## config.mk

```make
export PLATFORM = sky130hd
export DESIGN_NAME = rcfrq_decode
export DESIGN_NICKNAME = d
export VERILOG_FILES = /design/src/rtl/core/rcfrq_pkg.sv /design/src/rtl/core/rcfrq_decode.sv
export SDC_FILE = /design/constraint.sdc
export NUM_CORES = 1
export LEC_CHECK = 0
export BUFFER_PORTS_ARGS = -buffer_cell sky130_fd_sc_hd__buf_2
export CORE_UTILIZATION = 28
export DETAILED_ROUTE_END_ITERATION = 8
export GPL_ROUTABILITY_DRIVEN = 0
export PLACE_DENSITY_LB_ADDON = 0.05
export RECOVER_POWER = 50
export SKIP_LAST_GASP = 1
export SLEW_MARGIN = 10
export SYNTH_ARGS = -nofsm -noshare
export SYNTH_HDL_FRONTEND = slang
export SYNTH_SLANG_ARGS = --single-unit
```

## constraint.sdc

```tcl
create_clock -name vclk -period 3.3
set_input_delay 0.495 -clock vclk [all_inputs]
set_output_delay 0.495 -clock vclk [all_outputs]
set_load 0.01 [all_outputs]
```

## src/rtl/core/rcfrq_pkg.sv

```systemverilog
// ----------------------------------------------------------------------------
// rcfrq_pkg
// Types and constants shared by the rolling-code frame receive queue.
// ----------------------------------------------------------------------------
`default_nettype none

package rcfrq_pkg;

    // Field widths
    localparam int unsigned FRAME_W   = 56;
    localparam int unsigned TIME_W    = 48;
    localparam int unsigned REMOTE_W  = 24;
    localparam int unsigned ROLL_W    = 16;
    localparam int unsigned BUTTON_W  = 4;
    localparam int unsigned REPEAT_W  = 16;
    localparam int unsigned HOLDOFF_W = 24;
    localparam int unsigned BTNMASK_W = 16;
    localparam int unsigned CFG_W     = 24;

    // Decode masks
    localparam logic [7:0] BUTTON_MASK = 8'hf0;
    localparam logic [7:0] CHECK_MASK  = 8'h0f;

    // Configuration reset values
    localparam logic [HOLDOFF_W-1:0] HOLDOFF_RESET = 24'd250000;
    localparam logic [BTNMASK_W-1:0] BUTTONS_RESET = 16'd22;

    // Command codes
    localparam logic CMD_FRAME = 1'b0;
    localparam logic CMD_READ  = 1'b1;

    // Configuration register indexes
    localparam logic CFG_HOLDOFF = 1'b0;
    localparam logic CFG_BUTTONS = 1'b1;

    typedef enum logic [2:0] {
        ST_STORED   = 3'd0,
        ST_MERGED   = 3'd1,
        ST_REJECTED = 3'd2,
        ST_DROPPED  = 3'd3,
        ST_READ_OK  = 3'd4,
        ST_EMPTY    = 3'd5,
        ST_HELD_OFF = 3'd6
    } status_t;

    // Decoded frame
    typedef struct packed {
        logic                ok;
        logic [REMOTE_W-1:0] remote_id;
        logic [ROLL_W-1:0]   rolling_code;
        logic [BUTTON_W-1:0] button;
    } dec_t;

    // One ring entry
    typedef struct packed {
        logic [REMOTE_W-1:0] remote_id;
        logic [ROLL_W-1:0]   rolling_code;
        logic [BUTTON_W-1:0] button;
        logic [REPEAT_W-1:0] repeat_count;
        logic [TIME_W-1:0]   last_time;
    } entry_t;

    // One result
    typedef struct packed {
        status_t             status;
        logic [REMOTE_W-1:0] remote_id;
        logic [ROLL_W-1:0]   rolling_code;
        logic [BUTTON_W-1:0] button;
        logic [REPEAT_W-1:0] repeat_count;
    } res_t;

endpackage

`default_nettype wire

```

## src/rtl/core/rcfrq_decode.sv

```systemverilog
// ----------------------------------------------------------------------------
// rcfrq_decode
// Undo the chained XOR of a raw frame, check the nibble checksum and the
// button against the accepted mask.
// ----------------------------------------------------------------------------
`default_nettype none

module rcfrq_decode
    import rcfrq_pkg::*;
(
    input  wire logic [FRAME_W-1:0]   frame,
    input  wire logic [BTNMASK_W-1:0] accepted_buttons,
    output dec_t                      dec
);

    logic [7:0] raw [7];
    logic [7:0] plain [7];
    logic [3:0] given;
    logic [3:0] sum;

    // Split bytes, byte 0 on top, and undo the XOR chain
    always_comb
    begin
        for (int i = 0; i < 7; i++)
        begin
            raw[i] = frame[FRAME_W-1-8*i -: 8];
        end
        plain[0] = raw[0];
        for (int i = 1; i < 7; i++)
        begin
            plain[i] = raw[i] ^ raw[i-1];
        end
    end

    // Checksum over all nibbles, with the checksum nibble taken as zero
    always_comb
    begin
        given = plain[1][3:0] & CHECK_MASK[3:0];
        sum   = plain[0][7:4] ^ plain[0][3:0] ^ (plain[1][7:4] & BUTTON_MASK[7:4]);
        for (int i = 2; i < 7; i++)
        begin
            sum = sum ^ plain[i][7:4] ^ plain[i][3:0];
        end
    end

    // Unpack fields and qualify
    always_comb
    begin
        dec.button       = plain[1][7:4];
        dec.rolling_code = {plain[2], plain[3]};
        dec.remote_id    = {plain[4], plain[5], plain[6]};
        dec.ok           = (sum == given) && accepted_buttons[plain[1][7:4]];
    end

endmodule

`default_nettype wire

```

-- Word-level counts from Yosys, hierarchy flattened
Cells that the tools add are included.
- flip-flop bits (word level): 0
- bits of input ports: 72
- word-level logic and storage cells: 23
- $lt $le $gt $ge: 1
- equality and inequality tests: 1
- muxes and demuxes: 2
- bitwise gates (word level): 18
- reductions and logical operators: 1
- operators by type and width (cell ; count):
    XOR 4 bit ; 12
    XOR 8 bit ; 6
    < comparator 4 x 5 -> 1 bit (second input constant) ; 1
    binary-select mux 1 bit (select 4 bit) ; 1
    equality test 4 bit ; 1
    logical AND 1 bit ; 1
    2-to-1 mux 1 bit ; 1

-- Longest topological paths before layout
- depth after elaboration: 14
- mapped depth: 6
- depth with buffers taken out: 6

-- Worst setup path after synthesis
No wires, ideal clock.
- path type: input-to-output
- start: in frame[44]
- end: out dec[44] (netlist bit)
- arrival: 1.635 ns
- required time: 2.805 ns
- slack: 1.170 ns
- stages on the path: 4
- buffers on the path: 0
- cell sequence: xor2_2 mux4_1 nor2_1 o22ai_1
- RTL lines (item ; line ; RTL):
    from (decl) ; rcfrq_decode.sv:11 ; input wire logic [FRAME_W-1:0] frame,
    to (decl) ; rcfrq_decode.sv:13 ; output dec_t dec

==> metrics.txt <==
outcome=finished, final reports clean; Area Overhead vs Synth=96.6%; Avg Inst Size Synth=roughly 9.0 µm²; Seq/Total Area, Yosys=0; largest net degree at the start of global routing=8; most frequent cells after synthesis=41 x xor2_1, 4 x nand2_1, 4 x xnor2_1; Max-Cap Viols=0; clock power share=0; CP max stage cell=mux4_1; Synth Area in Adders=0; worst-path maximum fanout=7; non-filler cells, final=a little over 200; io pins=117; yosys warns=0; critical-path cell list=buf_2 > xor2_2 > mux4_1 > nor2_1 > o22ai_1 > buf_2; final count of hold timing violations=0; Final #Nets=roughly 250; initial antenna violation count=0; Fmax=0.418 GHz; Leakage Power=~0.64 nW; cell taking the most area after synthesis=xor2_1; DRT Wirelength=1.96 mm; Rel. slew slack=0.751; final setup vio count=0; CP Capture Type=primary output; initial drt markers=6; antenna-violating nets left=0; Simple-Gate Fraction of Synth Area=0.0888; setup TNS=0 ps; final instance area=approximately 1200 µm²; final worst path period share=0.725; Mapped Nets=138; fraction of layout cells with a size suffix above 1=0.536; die width=48.0 µm; count leader, synth=xor2_1; Worst EP required=2800 ps; die area=roughly 2300 µm²; # clk buffers=0; TritonRoute pass-1 iters=2; placed insts=just over 200; sequential power share=0; gr ovfl total=0; top cell type's share of synthesized area=0.607; Port-buffer cells=roughly 110; CP Class=in2out; Rows=16; fin crit period=2390 ps; max-slew violation count=0; buffers inserted by post-CTS timing repair=0; class of the tightest hold or removal check=in2out; maximum vdd drop=0.0898 mV; CP dominant cell by count=buf_2; Post-DP HPWL=1.91 mm; Post-Syn Instances=66; synth top area cells=xor2_1 61%, xnor2_1 5.9%, xor2_2 5.5%, mux4_1 4.4%, mux4_2 3.8%; RSZ-0062 raised after global routing=false; vias in the first global route=approximately 660; CP max stage delay=approximately 600 ps; first-pass GRT wire length=approximately 2.4 mm; Pwr per Cell Area=between 150 and 200 nW/µm²; drt wl/cell=~9.5 µm; xor and xnor area share after synthesis=0.748; Hold-fix buffers, CTS=0; DP Area=about 1200 µm²; Vias=885; Design Power=roughly 0.20 mW; Sw Pwr=0.104 mW; Vias/cell=~4.3; FF+latch count=0; WHS Endpoint=dec[15]; Initial Util=0.299; Arrival @ worst endpoint=1900 ps; Hold Startpoint=frame[43]; Antenna diodes=0; Worst Max-Slew Pin Slew=~370 ps; register area=0 µm²; height of the chip=48.0 µm; CP startpoint kind=input port; total track usage=0.142; post-CTS sizing=0; post-synthesis compound-gate area fraction=0.0381; combinational power share=1.000; largest family of logic cells by synthesized area=XOR/XNOR gates; CORE AREA=a little under 2000 µm²; DR DRC count=0; internal power=roughly 0.095 mW; Switching Fraction=0.520; mapped cell area=around 590 µm²; library cells used by synthesis=16; mux contribution to synthesized area=0.118; hold depth=3
critical path: cells and delay by family:
kind | cells | cell delay, ps
mux | 1 | 600
buf+inv | 2 | 260
simple gates | 1 | 100
compound gates | 1 | 80
xor+xnor | 1 | 350
power by group through the flow:
stage	Sequential (mW)	Clock [mW]	Combinational, mW
floorplan	0	0	0.0936
global placement	0	0	0.206
detailed placement	0	0	0.208
CTS	0	0	0.209
global route	0	0	0.220
finish	0	0	0.199
kinds of logic after synthesis:
kind of cell,count (synthesis)
AND/OR/NAND/NOR,10
buffers and inverters,1
multiplexers,4
XOR/XNOR,48
AO/OA/AOI/OAI,3
layout make-up:
cell class         count  area [µm²]
multi-input cells     65         588
inverters              1        3.75
well taps             27        33.8
repair buffers       113         538
fillers              207         818
layer usage:
layer  vias up  track usage  part of all wire
met5         -            0                 0
met4         0            0                 0
met3         0       0.0151             0.092
met2        51        0.319              0.60
met1       388        0.139              0.30
li1        446            -                 -
worst max-delay path by stage:
stage	start	endpoint	slack [ps]	depth (start not counted)
6_report	frame[44]	dec[44]	910	6
5_1_grt	frame[44]	dec[44]	850	6
4_1_cts	frame[44]	dec[44]	900	6
3_5_place_dp	frame[44]	dec[44]	910	6
3_3_place_gp	frame[44]	dec[44]	940	6
2_1_floorplan	frame[44]	dec[44]	1170	4
through the flow:
step	hold slack, ps	setup slack (ps)	utilization
2_1_floorplan	1070	1170	-
3_3_place_gp	1250	939	0.601
3_5_place_dp	1260	908	0.601
4_1_cts	1260	897	0.601
5_1_grt	1260	847	0.587
6_report	1240	907	0.587
layout by cell type (no fill, tap or decap), types with 2 or more instances in the layout:
master and n:
buf_2 91, xor2_2 2, xnor2_1 4, nand2_1 4
clkbuf_1 22, nand4b_1 2, nand4_1 2, nor2_1 2
xor2_1 41
Power figures use the tool's default switching activity.
