==> config.mk <==
export PLATFORM = sky130hd
export DESIGN_NAME = rcfrq_ring
export DESIGN_NICKNAME = d
export VERILOG_FILES = /design/src/rtl/core/rcfrq_pkg.sv /design/src/rtl/core/rcfrq_ring.sv
export SDC_FILE = /design/constraint.sdc
export NUM_CORES = 2
export LEC_CHECK = 0
export ABC_AREA = 0
export BUFFER_PORTS_ARGS = -buffer_cell sky130_fd_sc_hd__buf_2
export CAP_MARGIN = 20
export CORE_AREA = 2 2 364 456
export CTS_CLUSTER_SIZE = 8
export DETAILED_ROUTE_END_ITERATION = 7
export DIE_AREA = 0 0 366 458
export HOLD_SLACK_MARGIN = 0.12
export MAX_ROUTING_LAYER = met4
export PLACE_DENSITY_LB_ADDON = 0.08
export SLEW_MARGIN = 10
export SYNTH_ARGS = -nofsm -noshare
export SYNTH_HDL_FRONTEND = slang
export SYNTH_SLANG_ARGS = --single-unit
==> constraint.sdc <==
create_clock -name clk -period 13 [get_ports clk]
set_input_delay 2.6 -clock clk [delete_from_list [all_inputs] [get_ports clk]]
set_output_delay 2.6 -clock clk [all_outputs]
set_load 0.05 [all_outputs]
==> src/rtl/core/rcfrq_pkg.sv <==
// ----------------------------------------------------------------------------
// rcfrq_pkg
// Types and constants shared by the rolling-code frame receive queue.
// ----------------------------------------------------------------------------
`default_nettype none

package rcfrq_pkg;

    // Field widths
    localparam int unsigned FRAME_W   = 56;
    localparam int unsigned TIME_W    = 48;
    localparam int unsigned REMOTE_W  = 24;
    localparam int unsigned ROLL_W    = 16;
    localparam int unsigned BUTTON_W  = 4;
    localparam int unsigned REPEAT_W  = 16;
    localparam int unsigned HOLDOFF_W = 24;
    localparam int unsigned BTNMASK_W = 16;
    localparam int unsigned CFG_W     = 24;

    // Decode masks
    localparam logic [7:0] BUTTON_MASK = 8'hf0;
    localparam logic [7:0] CHECK_MASK  = 8'h0f;

    // Configuration reset values
    localparam logic [HOLDOFF_W-1:0] HOLDOFF_RESET = 24'd250000;
    localparam logic [BTNMASK_W-1:0] BUTTONS_RESET = 16'd22;

    // Command codes
    localparam logic CMD_FRAME = 1'b0;
    localparam logic CMD_READ  = 1'b1;

    // Configuration register indexes
    localparam logic CFG_HOLDOFF = 1'b0;
    localparam logic CFG_BUTTONS = 1'b1;

    typedef enum logic [2:0] {
        ST_STORED   = 3'd0,
        ST_MERGED   = 3'd1,
        ST_REJECTED = 3'd2,
        ST_DROPPED  = 3'd3,
        ST_READ_OK  = 3'd4,
        ST_EMPTY    = 3'd5,
        ST_HELD_OFF = 3'd6
    } status_t;

    // Decoded frame
    typedef struct packed {
        logic                ok;
        logic [REMOTE_W-1:0] remote_id;
        logic [ROLL_W-1:0]   rolling_code;
        logic [BUTTON_W-1:0] button;
    } dec_t;

    // One ring entry
    typedef struct packed {
        logic [REMOTE_W-1:0] remote_id;
        logic [ROLL_W-1:0]   rolling_code;
        logic [BUTTON_W-1:0] button;
        logic [REPEAT_W-1:0] repeat_count;
        logic [TIME_W-1:0]   last_time;
    } entry_t;

    // One result
    typedef struct packed {
        status_t             status;
        logic [REMOTE_W-1:0] remote_id;
        logic [ROLL_W-1:0]   rolling_code;
        logic [BUTTON_W-1:0] button;
        logic [REPEAT_W-1:0] repeat_count;
    } res_t;

endpackage

`default_nettype wire

==> src/rtl/core/rcfrq_ring.sv <==
// ----------------------------------------------------------------------------
// rcfrq_ring
// Entry ring with newest-entry shadow registers, repeat merge, hold-off
// check on read, and the result of one transaction.
// ----------------------------------------------------------------------------
`default_nettype none

module rcfrq_ring
    import rcfrq_pkg::*;
#(
    parameter int unsigned RING_DEPTH = 16
)
(
    input  wire logic                 clk,
    input  wire logic                 rst_n,
    input  wire logic                 go,
    input  wire logic                 cmd,
    input  wire dec_t                 dec,
    input  wire logic [TIME_W-1:0]    now_us,
    input  wire logic [HOLDOFF_W-1:0] holdoff_us,
    output res_t                      res
);

    localparam int unsigned SLOT_W = $clog2(RING_DEPTH);
    localparam logic [SLOT_W-1:0] LAST_SLOT = SLOT_W'(RING_DEPTH - 1);
    localparam logic [SLOT_W-1:0] ONE       = SLOT_W'(1);

    // Entry memory, one write and one registered read port
    entry_t mem [RING_DEPTH];
    entry_t rd_data_reg;

    // Ring control
    logic [SLOT_W-1:0] wr_slot_reg, wr_slot_next;
    logic [SLOT_W-1:0] rd_slot_reg, rd_slot_next;
    logic [SLOT_W-1:0] held_reg, held_next;

    // Shadow of the newest entry
    logic [REMOTE_W-1:0] nw_remote_reg, nw_remote_next;
    logic [ROLL_W-1:0]   nw_roll_reg, nw_roll_next;
    logic [BUTTON_W-1:0] nw_button_reg, nw_button_next;
    logic [REPEAT_W-1:0] nw_rep_reg, nw_rep_next;

    logic              mem_we;
    logic [SLOT_W-1:0] mem_waddr;
    entry_t            mem_wdata;

    logic              held_nz;
    logic              match;
    logic              full;
    logic [SLOT_W-1:0] wr_inc;
    logic [SLOT_W-1:0] rd_inc;
    logic [TIME_W:0]   age;
    logic              held_off;

    assign held_nz = (held_reg != '0);
    assign match   = held_nz && (nw_remote_reg == dec.remote_id)
                     && (nw_roll_reg == dec.rolling_code) && (nw_button_reg == dec.button);
    assign full    = (held_reg == LAST_SLOT);
    assign wr_inc  = (wr_slot_reg == LAST_SLOT) ? '0 : wr_slot_reg + ONE;
    assign rd_inc  = (rd_slot_reg == LAST_SLOT) ? '0 : rd_slot_reg + ONE;

    // Age of the oldest entry; the borrow bit marks time going backwards
    assign age      = {1'b0, now_us} - {1'b0, rd_data_reg.last_time};
    assign held_off = age[TIME_W] ||
                      (age[TIME_W-1:0] < {{(TIME_W-HOLDOFF_W){1'b0}}, holdoff_us});

    // Decide the transaction's effect and result
    always_comb
    begin
        wr_slot_next   = wr_slot_reg;
        rd_slot_next   = rd_slot_reg;
        held_next      = held_reg;
        nw_remote_next = nw_remote_reg;
        nw_roll_next   = nw_roll_reg;
        nw_button_next = nw_button_reg;
        nw_rep_next    = nw_rep_reg;
        mem_we         = 1'b0;
        mem_waddr      = wr_slot_reg;
        mem_wdata      = '{remote_id: dec.remote_id, rolling_code: dec.rolling_code,
                           button: dec.button, repeat_count: '0, last_time: now_us};

        res = '{status: ST_REJECTED, remote_id: dec.remote_id,
                rolling_code: dec.rolling_code, button: dec.button, repeat_count: '0};

        if (cmd == CMD_FRAME)
        begin
            if (!dec.ok)
            begin
                res.status = ST_REJECTED;
            end
            else if (match)
            begin
                // Merge a repeat into the newest entry
                res.status             = ST_MERGED;
                nw_rep_next            = nw_rep_reg + REPEAT_W'(1);
                mem_we                 = go;
                mem_wdata.repeat_count = nw_rep_next;
            end
            else if (full)
            begin
                res.status = ST_DROPPED;
            end
            else
            begin
                // Store a new entry
                res.status     = ST_STORED;
                mem_we         = go;
                mem_waddr      = held_nz ? wr_inc : wr_slot_reg;
                wr_slot_next   = mem_waddr;
                held_next      = held_reg + ONE;
                nw_remote_next = dec.remote_id;
                nw_roll_next   = dec.rolling_code;
                nw_button_next = dec.button;
                nw_rep_next    = '0;
            end
        end
        else
        begin
            res.remote_id    = '0;
            res.rolling_code = '0;
            res.button       = '0;
            if (!held_nz)
            begin
                res.status = ST_EMPTY;
            end
            else if (held_off)
            begin
                res.status = ST_HELD_OFF;
            end
            else
            begin
                // Hand out the oldest entry
                res.status       = ST_READ_OK;
                res.remote_id    = rd_data_reg.remote_id;
                res.rolling_code = rd_data_reg.rolling_code;
                res.button       = rd_data_reg.button;
                res.repeat_count = rd_data_reg.repeat_count;
                held_next        = held_reg - ONE;
                rd_slot_next     = rd_inc;
                if (held_reg == ONE)
                begin
                    wr_slot_next = rd_inc;
                end
            end
        end
    end

    // Control registers
    always_ff @(posedge clk or negedge rst_n)
    begin
        if (!rst_n)
        begin
            wr_slot_reg <= '0;
            rd_slot_reg <= '0;
            held_reg    <= '0;
        end
        else if (go)
        begin
            wr_slot_reg <= wr_slot_next;
            rd_slot_reg <= rd_slot_next;
            held_reg    <= held_next;
        end
    end

    // Newest-entry shadow, valid only while the ring holds entries
    always_ff @(posedge clk)
    begin
        if (go)
        begin
            nw_remote_reg <= nw_remote_next;
            nw_roll_reg   <= nw_roll_next;
            nw_button_reg <= nw_button_next;
            nw_rep_reg    <= nw_rep_next;
        end
    end

    // Write the entry memory; prefetch the oldest entry with write bypass
    always_ff @(posedge clk)
    begin
        if (mem_we)
        begin
            mem[mem_waddr] <= mem_wdata;
        end
        if (mem_we && (mem_waddr == (go ? rd_slot_next : rd_slot_reg)))
        begin
            rd_data_reg <= mem_wdata;
        end
        else
        begin
            rd_data_reg <= mem[go ? rd_slot_next : rd_slot_reg];
        end
    end

endmodule

`default_nettype wire
# After elaboration in Yosys (flattened, before gate mapping)
# Memory sizes are Yosys's and may differ from the RTL's. A register that Yosys moved wholly into a read port is not among the register bits.
# Cells that the tools add are included.
[op_classes]
add_sub_neg = 6
mul = 0
n_div = 0
magnitude_cmp = 1
n_eq_ne = 13
shifts = 0
mux = 41
bitwise = 3
reduce_logical = 10
[op_table]
columns = ["op", "n"]
rows = [
  ["$mux W60", 3],
  ["$mux W4", 21],
  ["$mux W16", 5],
  ["$sub A48 B48 Y49", 1],
  ["$lt A48 B24 Y1", 1],
  ["$eq A24 B24 Y1", 1],
  ["$add A16 B1 Y16 const B", 1],
  ["$eq A16 B16 Y1", 1],
  ["$add A4 B1 Y4 const B", 3],
  ["$eq A4 B4 Y1 const B", 3],
  ["$mux W2", 5],
  ["$ne A2 B2 Y1 const B", 4],
  ["$reduce_and A4 Y1", 2],
  ["$mux W1", 6],
  ["$reduce_and A6 Y1", 1],
  ["$reduce_and A5 Y1", 1],
  ["$eq A4 B1 Y1 const B", 1],
  ["$eq A4 B4 Y1", 1],
  ["$ne A2 B1 Y1 const B", 2],
  ["$reduce_bool A4 Y1", 1],
  ["$sub A4 B1 Y4 const B", 1],
  ["$logic_and A1 B1 Y1", 3],
  ["$mux W3", 1],
  ["$not A1 Y1", 3],
  ["2 further kinds", 2],
]
[word_totals]
reg_bits = 72
latch_bits = 0
ram_bits = 1728
mem_bits_ro = 0
inputBits = 121
elab_cells = 82
mem_count = 1
[memory_table]
columns = ["memory", "depth", "word_bits", "read_ports", "rd_clocked_by_memory_dff", "write_ports", "line", "rtl"]
rows = [
  ["mem", 16, 108, 1, 1, 1, "rcfrq_ring.sv:29", "entry_t mem [RING_DEPTH];"],
]

# Depth between registers and ports, before layout
[depth]
ltp_word = 9
depth_mapped = 30
mapped_depth_nobuf = 27

# Worst setup path after synthesis
# Ideal clock, no wire load.
[synth_path]
path_type = "input to register"
startpoint = "in dec[1] (netlist name)"
endpoint = "mem mem[8][0] (netlist name), enable pin"
t_arrival_ps = 9620
setup_slack_ps = 2803
stages = 9
path_cell_list = "xor2_1 -> nor4_1 -> nand4_1 -> or4_1 -> clkbuf_1 -> a41oi_1 -> and2_0 -> o21ai_0 -> nor2_1"
[synth_between]
elab_chain_cells = 7
elab_cells_between_ends = 10
classes_between = "eq/ne: 1; mux: 8; reduce/logical: 1"
[synth_lines]
columns = ["element", "line", "rtl"]
rows = [
  ["start: declaration", "rcfrq_ring.sv:18", "input wire dec_t dec,"],
  ["$eq A4 B4 Y1 *", "rcfrq_ring.sv:57", "&& (nw_roll_reg == dec.rolling_code) && (nw_button_reg == dec.button);"],
  ["$logic_and A1 B1 Y1 *", "rcfrq_ring.sv:57", ""],
  ["$mux W1", "rcfrq_ring.sv:91", "else if (match)"],
  ["$mux W1", "rcfrq_ring.sv:87", "if (!dec.ok)"],
  ["$mux W1", "rcfrq_ring.sv:85", "if (cmd == CMD_FRAME)"],
  ["$mux W1", "rcfrq_ring.sv:180", "if (mem_we)"],
  ["$mux W1 (implied by the code)", "rcfrq_ring.sv:182", "mem[mem_waddr] <= mem_wdata;"],
  ["end: declaration", "rcfrq_ring.sv:29", ""],
]
# Every way passes the cells marked *; elsewhere a longest branch is shown, timed or not.

==> results.sh <==
export IMPL_yosys_area_share_xor_xnor_pct=1.08
export IMPL_synth_ff_type="edfxtp_1"
export IMPL_setup_tns_ns=0
export IMPL_drtIter0Drc=3208
export IMPL_ys_ff_latch=1804
export IMPL_dp_cells=5825
export IMPL_combPwrFrac_pct=32.7
export IMPL_hold_buffers=0
export IMPL_wire_per_inst_um=31.2
export IMPL_clk_latency_ns=0.90
export IMPL_clk_pin_slew_ns=0.05
export IMPL_power_switching_w=0.00606
export IMPL_async_flop_share_pct=0.665
export IMPL_postCtsResizedCells=0
export IMPL_clock_sinks=1804
export IMPL_synth_cell_types=78
export IMPL_numCtsBuffers=275
export IMPL_routed_wl_mm=192
export IMPL_setup_viol=0
export IMPL_largest_reg_flops=1728
export IMPL_core_um2=163000
export IMPL_synthAdderAreaFrac_pct=1.38
export IMPL_syn_area_um2=73200
export IMPL_avgSynthCellArea_um2=20.7
export IMPL_grt_pass1_wl_mm=279
export IMPL_clock_root_buffer="clkbuf_16"
export IMPL_endpoint_kind="output pin"
export IMPL_vias_per_cell=5.97
export IMPL_drive_above_1_share_pct=29.1
export IMPL_grt_overflow_total=0
export IMPL_tightest_slew_ns=1.09
export IMPL_synth_top_family_by_area="multiplexers"
export IMPL_synth_simple_gate_area_share_pct=2.46
export IMPL_n_fill_cell=13000
export IMPL_die_area_um2=168000
export IMPL_cp_max_fo=30
export IMPL_synth_mux_area_share_pct=16.8
export IMPL_cp_start_kind="register"
export IMPL_synth_cells=3532
export IMPL_vias=36600
export IMPL_rows=166
export IMPL_grt_pass1_vias=40000
export IMPL_die_x_um=366
export IMPL_ios=184
export IMPL_min_period_ns=11.84
export IMPL_grt_setup_unrepaired="false"
export IMPL_wl_met3_mm=8.39
export IMPL_min_path_type="reg2reg"
export IMPL_syn_num_nets=3733
export IMPL_clkPwrFrac_pct=32.0
export IMPL_placed_area_um2=77200
export IMPL_drtPass1Iterations=5
export IMPL_crit_arrival_ns=9.24
export IMPL_synth_top_cell_area_share_pct=73.4
export IMPL_synth_area_leaders="edfxtp_1 (73%), mux4_2 (17%), ha_1 (1.4%)"
export IMPL_ant_nets=0
export IMPL_wl_met1_mm=74.8
export IMPL_place_congestion=0.927
export IMPL_synth_edff_count=1788
export IMPL_grt_max_degree=76
export IMPL_layout_nets=4119
export IMPL_synth_top_area_cell="edfxtp_1"
export IMPL_leakagePower_nw=28.0
export IMPL_required_ns=10.40
export IMPL_cts_buffer_depth=4
export IMPL_drc=0
export IMPL_fin_skew_ns=0.0520
export IMPL_htreeDepth=5
export IMPL_drv_cap=0
export IMPL_power_density_nw_per_um2=226
export IMPL_cts_tree="built"
export IMPL_ys_seq_area_share_pct=73.9
export IMPL_hpwlAfterDp_mm=109
export IMPL_synth_compound_area_share_pct=2.56
export IMPL_finalCritPeriodShare_pct=91.1
export IMPL_p_seq_share_pct=35.3
export IMPL_p_int_w=0.0130
export IMPL_netSwitchingFraction_pct=31.7
export IMPL_path_class="reg2out"
export IMPL_portBuffers=183
export IMPL_slew_headroom_pct=27.6
export IMPL_layout_cells_non_filler=6133
export IMPL_grt_antenna_before_repair=18
export IMPL_yosys_warnings=0
export IMPL_cts_setup_buffers=0
export IMPL_slew_violations=0
export IMPL_peakVddDrop_mv=0.151
export IMPL_dr_wl_met2_mm=104
export IMPL_track_usage_pct=23.9
export IMPL_initial_utilization_pct=44.8
export IMPL_outcome="finished, final reports clean"
export IMPL_layout_common_cells="edfxtp_1 (1788), mux4_2 (540), clkbuf_16 (285), buf_2 (188), inv_1 (180)"
export IMPL_highest_layer="met4"
export IMPL_area_growth_pct=15.4
export IMPL_hold_viol=0
export IMPL_design_area_um2=84400
export IMPL_fp_dieH_um=458
export IMPL_fmax_mhz=84.5
export IMPL_layout_commonest_cell="edfxtp_1"
cell type report:
| cell class | count | area (um^2) | share of cell area [%] |
|---|---|---|---|
| Sequential cell | 1804 | 54100 | 64.0 |
| Multi-Input combinational cell | 1376 | 17900 | 21.2 |
| Clock buffer | 295 | 7170 | 8.49 |
| Tap cell | 2184 | 2730 | 3.24 |
| Timing Repair Buffer | 280 | 1820 | 2.15 |
| Inverter | 181 | 679 | 0.805 |
| Clock inverter | 2 | 38.8 | 0.0459 |
| Antenna cell | 11 | 27.5 | 0.0326 |
logic make-up (layout without fill, tap and decap cells):
kind of cell / after synthesis / in the layout
buf+inv: 352 / 758
flops: 1804 / 1804
compound gates: 290 / 290
other cells: 0 / 11
simple gates: 364 / 364
mux: 552 / 552
fa+ha+maj: 80 / 80
xor+xnor: 90 / 90
layer usage:
layer | up-vias | track usage, %
li1 | 15300 | -
met1 | 19900 | 28.5
met2 | 1057 | 42.2
met3 | 324 | 3.72
met4 | 0 | 6.48
met5 | - | -
through the flow:
step | utilization (%) | worst slack (ns) | total power, W | hold slack [ns]
after detailed placement | 47.3 | 1.36 | 0.0132 | 0.560
after CTS | 51.7 | 1.01 | 0.0193 | 0.571
final | 51.7 | 1.16 | 0.0191 | 0.570
after global routing | 51.7 | 0.528 | 0.0200 | 0.598
after global placement | 47.3 | 1.53 | 0.0131 | 0.547
after floorplan | - | 2.80 | 0.0112 | 0.501
power groups by stage:
stage          clock network (W)  registers [W]  logic (W)
6_report                 0.00611        0.00675    0.00624
5_1_grt                  0.00649        0.00677    0.00672
4_1_cts                  0.00625        0.00676    0.00634
3_5_place_dp                   0        0.00686    0.00631
3_3_place_gp                   0        0.00685    0.00628
2_1_floorplan                  0        0.00674    0.00448
cells in the mapped netlist (14+ instances only):
cell type  number
mux4_2        540
nand2_1        83
clkbuf_1      115
o21a_1         14
nand4_1        30
xor2_1         70
edfxtp_1     1788
xnor2_1        20
buf_1          44
nor2b_1        22
inv_1         181
ha_1           79
nand3_1        26
nor3_1         43
nor4_1         18
o21ai_0        56
nor2_1         93
o22ai_1        51
a21oi_1        81
worst max-delay path: stages (launching register included):
cell and delay, ns:
dfxtp_4 0.80, buf_12 0.31, mux4_2 0.53, mux4_2 0.48, inv_1 0.10, ha_1 0.21
o211ai_1 0.11, a21oi_1 0.36, nor2_1 0.13, o221a_2 0.37, o41ai_4 0.55, a31oi_1 0.27
o21a_1 0.25, xnor2_1 0.13, ha_1 0.20, nor4_1 0.32, nand3_1 0.17, nor4_1 0.36
nand4_1 0.14, nor4bb_1 0.32, nand4_1 0.17, nor3_2 0.22, a41oi_4 0.35, nand3_4 0.49
buf_4 0.43, o22ai_1 0.15, buf_2 0.26
final timing paths:
kind | cells after the start | to | slack, ns | startpoint
worst max-delay path | 26 | res[40] | 1.16 | register
worst min-delay path | 1 | held_reg[3] | 0.57 | held_reg[3]
worst max register to register | 25 | wr_slot_reg[0] | 4.92 | register
worst min register to register | 1 | held_reg[3] | 0.57 | held_reg[3]
max in group asynchronous | 1 | held_reg[2] | 11.14 | rst_n
min in group asynchronous | 1 | wr_slot_reg[2] | 1.63 | rst_n
No activity file was read; power rests on OpenSTA's default activity.
